**src/rtl/utf8_to_utf32_or_utf16_defines.svh**
```systemverilog
// assertion macros used by the top-level rtl file
`ifndef UTF8_TO_UTF32_OR_UTF16_DEFINES_SVH
`define UTF8_TO_UTF32_OR_UTF16_DEFINES_SVH

`ifndef NO_ASSERTIONS

// same-cycle implication
`define U2U_ASSERT_IMP(lbl, ante, cons) \
  lbl: assert property (@(posedge clk) disable iff (!rst_n) (ante) |-> (cons)) \
    else $error("u2u assertion failed");

// next-cycle implication
`define U2U_ASSERT_NXT(lbl, ante, cons) \
  lbl: assert property (@(posedge clk) disable iff (!rst_n) (ante) |=> (cons)) \
    else $error("u2u assertion failed");

`else

`define U2U_ASSERT_IMP(lbl, ante, cons)
`define U2U_ASSERT_NXT(lbl, ante, cons)

`endif

`endif

```
**src/rtl/u2u_pkg.sv**
```systemverilog
package u2u_pkg;

  localparam logic [20:0] SurrFirst = 21'h00D800;
  localparam logic [20:0] SurrEnd   = 21'h00DFFF;
  localparam logic [20:0] PlaneOne  = 21'h010000;
  localparam logic [15:0] SurrHigh  = 16'hD800;
  localparam logic [15:0] SurrLow   = 16'hDC00;

  typedef struct packed {
    logic [7:0] data_byte;
    logic       last_byte;
  } in_beat_t;

  typedef struct packed {
    logic [20:0] code_unit;
    logic        run_last;
    logic        string_done;
    logic        stopped_early;
  } out_beat_t;

  typedef struct packed {
    logic [20:0] value;
    logic [1:0]  need;
    logic        stopped;
  } dec_state_t;

  // up to three result beats caused by one input beat
  typedef struct packed {
    out_beat_t [2:0] beats;
    logic [1:0]      last_idx;
  } bundle_t;

endpackage

```
**src/rtl/u2u_decode.sv**
```systemverilog
module u2u_decode (
  input  u2u_pkg::in_beat_t   in_beat,
  input  u2u_pkg::dec_state_t cur,
  input  logic                utf16_mode,
  output u2u_pkg::dec_state_t nxt,
  output u2u_pkg::bundle_t    bundle,
  output logic                has_result
);
  import u2u_pkg::*;

  logic        complete;
  logic        pair;
  logic [20:0] cp;
  logic [20:0] off;
  logic [1:0]  n_units;

  always_comb begin
    nxt      = cur;
    complete = 1'b0;
    if (!cur.stopped) begin
      if (cur.need == 2'd0) begin
        case (in_beat.data_byte) inside
          8'b0???????: begin
            nxt.value = {13'd0, in_beat.data_byte};
            complete  = 1'b1;
          end
          8'b110?????: begin
            nxt.value = {16'd0, in_beat.data_byte[4:0]};
            nxt.need  = 2'd1;
          end
          8'b1110????: begin
            nxt.value = {17'd0, in_beat.data_byte[3:0]};
            nxt.need  = 2'd2;
          end
          8'b11110???: begin
            nxt.value = {18'd0, in_beat.data_byte[2:0]};
            nxt.need  = 2'd3;
          end
          default: nxt.stopped = 1'b1;
        endcase
      end else begin
        // continuation byte, only low six bits used
        nxt.value = {cur.value[14:0], in_beat.data_byte[5:0]};
        nxt.need  = cur.need - 2'd1;
        complete  = (nxt.need == 2'd0);
      end
      if (in_beat.last_byte && nxt.need != 2'd0) begin
        nxt.stopped = 1'b1;
      end
    end

    cp   = nxt.value;
    off  = cp - PlaneOne;
    pair = utf16_mode && !(cp < SurrFirst || (cp > SurrEnd && cp < PlaneOne));

    bundle  = '0;
    n_units = 2'd0;
    if (complete) begin
      if (pair) begin
        bundle.beats[0].code_unit = {5'd0, SurrHigh[15:10], off[19:10]};
        bundle.beats[1].code_unit = {5'd0, SurrLow[15:10], off[9:0]};
        n_units = 2'd2;
      end else begin
        bundle.beats[0].code_unit = utf16_mode ? {5'd0, cp[15:0]} : cp;
        n_units = 2'd1;
      end
    end

    if (in_beat.last_byte) begin
      bundle.beats[n_units].string_done   = 1'b1;
      bundle.beats[n_units].stopped_early = nxt.stopped;
      bundle.last_idx = n_units;
      nxt = '0;
    end else begin
      bundle.last_idx = n_units - 2'd1;
    end

    has_result = complete || in_beat.last_byte;
  end

endmodule

```
**src/rtl/utf8_to_utf32_or_utf16.sv**
```systemverilog
// UTF-8 to UTF-32/UTF-16 transcoder. One byte is taken per cycle while in_stall is low and
// decoded in the same cycle into up to three result beats (a code unit, the second half
// of a surrogate pair, and the closing done beat on the string's last byte), which are
// sent one per cycle while out_stall is low from an output register backed by one skid
// bundle. A byte that yields several results holds the single output port for each of
// them in turn, so a stream sustains one byte per cycle except where pairs or done beats
// occur. cfg_wr_data, taken when cfg_wr_en is high, selects UTF-16 output when 1.
module utf8_to_utf32_or_utf16 (
  input  logic               clk,
  input  logic               rst_n,
  input  logic               cfg_wr_en,
  input  logic               cfg_wr_data,
  input  logic               in_valid,
  output logic               in_stall,
  input  u2u_pkg::in_beat_t  in_data,
  output logic               out_valid,
  input  logic               out_stall,
  output u2u_pkg::out_beat_t out_data
);
  import u2u_pkg::*;

  `include "utf8_to_utf32_or_utf16_defines.svh"

  dec_state_t state_r, state_nxt;
  logic       mode_r, mode_nxt;
  bundle_t    out_b_r, out_b_nxt;
  logic       out_v_r, out_v_nxt;
  bundle_t    skid_b_r, skid_b_nxt;
  logic       skid_v_r, skid_v_nxt;
  logic [1:0] idx_r, idx_nxt;

  dec_state_t dec_state;
  bundle_t    dec_bundle;
  logic       dec_has;

  logic in_take, out_take, out_drain, out_free;

  u2u_decode u_decode (
    .in_beat    (in_data),
    .cur        (state_r),
    .utf16_mode (mode_r),
    .nxt        (dec_state),
    .bundle     (dec_bundle),
    .has_result (dec_has)
  );

  assign in_stall  = skid_v_r;
  assign in_take   = in_valid && !skid_v_r;
  assign out_take  = out_v_r && !out_stall;
  assign out_drain = out_take && (idx_r == out_b_r.last_idx);
  assign out_free  = !out_v_r || out_drain;

  always_comb begin
    state_nxt  = in_take ? dec_state : state_r;
    mode_nxt   = cfg_wr_en ? cfg_wr_data : mode_r;
    out_b_nxt  = out_b_r;
    out_v_nxt  = out_v_r;
    skid_b_nxt = skid_b_r;
    skid_v_nxt = skid_v_r;
    idx_nxt    = idx_r;
    if (out_take && !out_drain) begin
      idx_nxt = idx_r + 2'd1;
    end
    if (out_free) begin
      if (skid_v_r) begin
        out_b_nxt  = skid_b_r;
        out_v_nxt  = 1'b1;
        skid_v_nxt = 1'b0;
        idx_nxt    = 2'd0;
      end else if (in_take && dec_has) begin
        out_b_nxt = dec_bundle;
        out_v_nxt = 1'b1;
        idx_nxt   = 2'd0;
      end else begin
        out_v_nxt = 1'b0;
      end
    end else if (in_take && dec_has) begin
      // output still busy, park the new bundle
      skid_b_nxt = dec_bundle;
      skid_v_nxt = 1'b1;
    end
  end

  always_ff @(posedge clk) begin
    if (!rst_n) begin
      state_r  <= '0;
      mode_r   <= 1'b0;
      out_v_r  <= 1'b0;
      skid_v_r <= 1'b0;
      idx_r    <= 2'd0;
    end else begin
      state_r  <= state_nxt;
      mode_r   <= mode_nxt;
      out_v_r  <= out_v_nxt;
      skid_v_r <= skid_v_nxt;
      idx_r    <= idx_nxt;
    end
  end

  always_ff @(posedge clk) begin
    out_b_r  <= out_b_nxt;
    skid_b_r <= skid_b_nxt;
  end

  always_comb begin
    out_data          = out_b_r.beats[idx_r];
    out_data.run_last = (idx_r == out_b_r.last_idx);
  end

  assign out_valid = out_v_r;

  `U2U_ASSERT_IMP(a_skid_behind_out, skid_v_r, out_v_r)
  `U2U_ASSERT_IMP(a_idx_in_bundle, out_v_r, idx_r <= out_b_r.last_idx)
  `U2U_ASSERT_IMP(a_bundle_size, out_v_r, out_b_r.last_idx != 2'd3)
  `U2U_ASSERT_NXT(a_string_end_clears, in_take && in_data.last_byte,
                  state_r.need == 2'd0 && !state_r.stopped)

endmodule

```
**config.mk**
```make
export PLATFORM = sky130hd
export DESIGN_NAME = utf8_to_utf32_or_utf16
export DESIGN_NICKNAME = d
export VERILOG_FILES = /design/src/rtl/u2u_pkg.sv /design/src/rtl/u2u_decode.sv /design/src/rtl/utf8_to_utf32_or_utf16.sv
export VERILOG_INCLUDE_DIRS = /design/src /design/src/rtl
export SDC_FILE = /design/constraint.sdc
export NUM_CORES = 1
export LEC_CHECK = 0
export CAP_MARGIN = 20
export CORE_ASPECT_RATIO = 2
export CORE_UTILIZATION = 50
export CTS_CLUSTER_DIAMETER = 150
export DETAILED_ROUTE_END_ITERATION = 6
export DONT_BUFFER_PORTS = 1
export GPL_ROUTABILITY_DRIVEN = 0
export GPL_TIMING_DRIVEN = 0
export PLACE_DENSITY = 0.63
export SYNTH_ARGS = -nofsm -noshare
export SYNTH_HDL_FRONTEND = slang
export SYNTH_SLANG_ARGS = --single-unit
```
**constraint.sdc**
```tcl
create_clock -name clk -period 8.67 [get_ports clk]
set_input_delay 1.3005 -clock clk [delete_from_list [all_inputs] [get_ports clk]]
set_output_delay 1.3005 -clock clk [all_outputs]
set_load 0.05 [all_outputs]
```
==> results.sh <==
export IMPL_antenna_left=0
export IMPL_outcome="finished clean"
export IMPL_hold_end="out_b_r[2]"
export IMPL_finalMaxSlewViolations=0
export IMPL_drt_wl_total_um=14570
export IMPL_placed_cells=661
export IMPL_synth_top_area_share=0.4384
export IMPL_cts_repair_resized=0
export IMPL_r2r_end="skid_b_r[36]"
export IMPL_worstPathCellList="nor3b_4, o22a_1, clkbuf_1, a22oi_1, ha_1, a211oi_1, nand3_2, nand3_1, buf_4, buf_4, nor2_1"
export IMPL_hold_viol_final=0
export IMPL_postCtsHoldBufs=0
export IMPL_cts_reportedPaths_clkPinSlew_ns=0.07
export IMPL_drive_gt1_frac=0.1035
export IMPL_cp_end_kind="flip-flop"
export IMPL_grt_pass1_vias=4209
export IMPL_synthesis_area_mm2=0.005480
export IMPL_max_freq_mhz=240.0
export IMPL_vias=4188
export IMPL_grtUsageTotal=0.2667
export IMPL_rows=53
export IMPL_r2r_start="state_r[2]"
export IMPL_antenna_found_initial=0
export IMPL_crit_type="input pin to flip-flop"
export IMPL_r2r_cells=12
export IMPL_ir_drop_mv=0.1290
export IMPL_postSynthAreaPerCell_um2=10.62
export IMPL_holdCritPathClass="flip-flop to flip-flop"
export IMPL_final_nets=552
export IMPL_skew_ns=0.006624
export IMPL_wl_per_cell_um=21.49
export IMPL_worst_pin_slew_ns=1.040
export IMPL_clockBufferDepth=2
export IMPL_startpoint="in_data[8]"
export IMPL_grt_overflow=0
export IMPL_start_util=0.5165
export IMPL_rsz0062_at_grt="false"
export IMPL_required_ns=8.75
export IMPL_fin_cells=678
export IMPL_p_total_w=0.001162
export IMPL_area_delta_synth_final_pct=10.25
export IMPL_hpwl_um=10830
export IMPL_maxSlewHeadroom=0.3091
export IMPL_grt_pass1_wl_um=22740
export IMPL_slowest_stage="clkbuf_1"
export IMPL_synth_edf_count=80
export IMPL_core_mm2=0.01061
export IMPL_io_pins=41
export IMPL_cts_inserted_buffers=9
export IMPL_cts_tree="yes"
export IMPL_hold_depth=1
export IMPL_dieArea_mm2=0.01141
export IMPL_cts_root_buf="clkbuf_16"
export IMPL_synth_warnings=0
export IMPL_die_w_um=76.03
export IMPL_critPathMostFrequentCell="buf_4"
export IMPL_clock_latency_ns=0.35
export IMPL_grt_max_degree=35
export IMPL_ys_ff_latch=109
export IMPL_cpPeakStageDelay_ns=0.42
export IMPL_period_share=0.4806
export IMPL_post_cts_buffers=0
export IMPL_finalCriticalPeriod_ns=4.167
export IMPL_max_cap_violations=0
export IMPL_p_leak_nw=2.097
export IMPL_powerDensity_mw_per_mm2=192.3
export IMPL_synth_area_leaders="edfxtp_1 44%, dfxtp_1 11%, nand2_1 3.7%, and2_1 3.1%, nor2_1 3.0%"
export IMPL_drt_iter0_drc=344
export IMPL_ys_types=69
export IMPL_setup_violations=0
export IMPL_arrival_ns=4.24
export IMPL_holdCritStartpoint="skid_b_r[2]"
export IMPL_crit_fanout=10
export IMPL_viasPerCell=6.177
export IMPL_io_buffers=0
export IMPL_cp_start_kind="input pin"
export IMPL_dr_pass1_iters=5
export IMPL_r2r_slack_ns=4.98
export IMPL_ys_flop_type="edfxtp_1"
export IMPL_antennaDiodeCount=0
export IMPL_h_tree_depth=3
export IMPL_async_flop_share=0
export IMPL_synth_top_area_cell="edfxtp_1"
export IMPL_die_h_um=150.1
export IMPL_syn_instance_count=516
export IMPL_place_area_mm2=0.005742
export IMPL_setup_tns_ns=0
export IMPL_fin_area_mm2=0.006042
export IMPL_drc=0
export IMPL_synth_seq_area_share=0.5443
export IMPL_cts_sinks=109
==> sequential cells by signal, summed over array words and instances (netlist names) <==
register,flops
idx_r,2
mode_r,1
skid_b_r,40
out_valid,1
state_r,24
in_stall,1
out_b_r,40
==> kinds of logic after synthesis <==
logic type               synth area share
buffers and inverters             0.04155
XOR/XNOR                         0.009589
AO/OA/AOI/OAI                      0.1929
AND/OR/NAND/NOR                    0.1630
flip-flops                         0.5443
multiplexers                      0.04566
adder cells (fa/ha/maj)          0.002283
other                           0.0006843
==> power by group <==
part	switching [W]	total [W]	leakage, nW	internal [W]
logic	0.000115	0.000152	0.935	0.0000371
clock network	0.000182	0.000416	0.144	0.000233
registers	0.00000977	0.000594	1.02	0.000584
total	0.000307	0.00116	2.10	0.000855
==> placed cells by master, fill, tap and decap left out, types with 3 or more instances in the layout <==
cell type	synthesis	layout
a21oi_1	27	27
and2_1	27	27
nand2_1	54	54
buf_6	3	6
o41ai_1	3	3
a22o_1	8	8
nor3b_1	4	3
a21o_1	5	5
mux2i_1	16	16
xnor2_1	5	5
a211oi_1	5	5
nor2b_1	9	8
nor2_1	44	44
o22ai_1	3	3
o21ai_1	10	10
nand3_1	6	6
nand2b_1	7	7
o31ai_1	12	12
clkbuf_16	0	9
clkinv_1	3	3
a32oi_1	5	5
inv_1	5	5
edfxtp_1	80	80
a21boi_0	5	5
nor3_1	10	10
and3_1	5	5
o22a_1	5	5
a22oi_1	11	11
dfxtp_1	29	29
o21ai_0	31	31
clkbuf_1	24	27
buf_2	2	3
mux2_2	8	8
buf_4	5	7
==> stage by stage <==
stage                 util  setup WS, ns  hold WS (ns)
floorplan                -         3.170        0.4769
global placement    0.5330         1.642        0.5037
detailed placement  0.5412         4.209        0.5140
CTS                 0.5690         4.565        0.5316
global route        0.5695         4.255        0.5489
finish              0.5695         4.503        0.5278
==> worst max path at each step <==
| stage | to | depth (start not counted) |
|---|---|---|
| final | skid_b_r[36] | 11 |
| after global routing | skid_b_r[33] | 11 |
| after CTS | skid_b_r[36] | 11 |
| after detailed placement | skid_b_r[36] | 11 |
| after global placement | skid_b_r[34] | 5 |
| after floorplan | skid_b_r[0] | 5 |
==> synthesized netlist by cell type, drive strengths merged, types with 11 or more instances <==
cell type  count
o21ai         42
clkbuf        24
nor2          44
o31ai         14
dfxtp         29
a21oi         28
and2          27
a22oi         11
buf           13
edfxtp        80
mux2i         16
nand2         54
==> layout make-up <==
class	instances	area, µm²
Clock inverter	3	45.04
Clock buffer	13	250.2
Buffer	37	193.9
Fill cell	930	4568
Inverter	9	33.78
Tap cell	137	171.4
Sequential cell	109	2983
Multi-Input combinational cell	362	2286
Timing Repair Buffer	8	78.83
==> worst max-delay path: cells and delay by family <==
family,cells,cell delay (ns)
fa+ha+maj,1,0.25
buf+inv,3,0.84
compound gates,3,0.94
simple gates,4,0.89
==> layer usage <==
metal  part of all wire  routed length, µm  global-route usage  vias to the layer above
li1                   -                  -                   -                     1946
met1               0.36               5289              0.2768                     2021
met2               0.56               8114              0.5150                      175
met3              0.038                556             0.03354                       46
met4              0.042                607              0.1413                        0
met5                  0                  0                   0                        -
No activity file was read; power rests on OpenSTA's default activity.
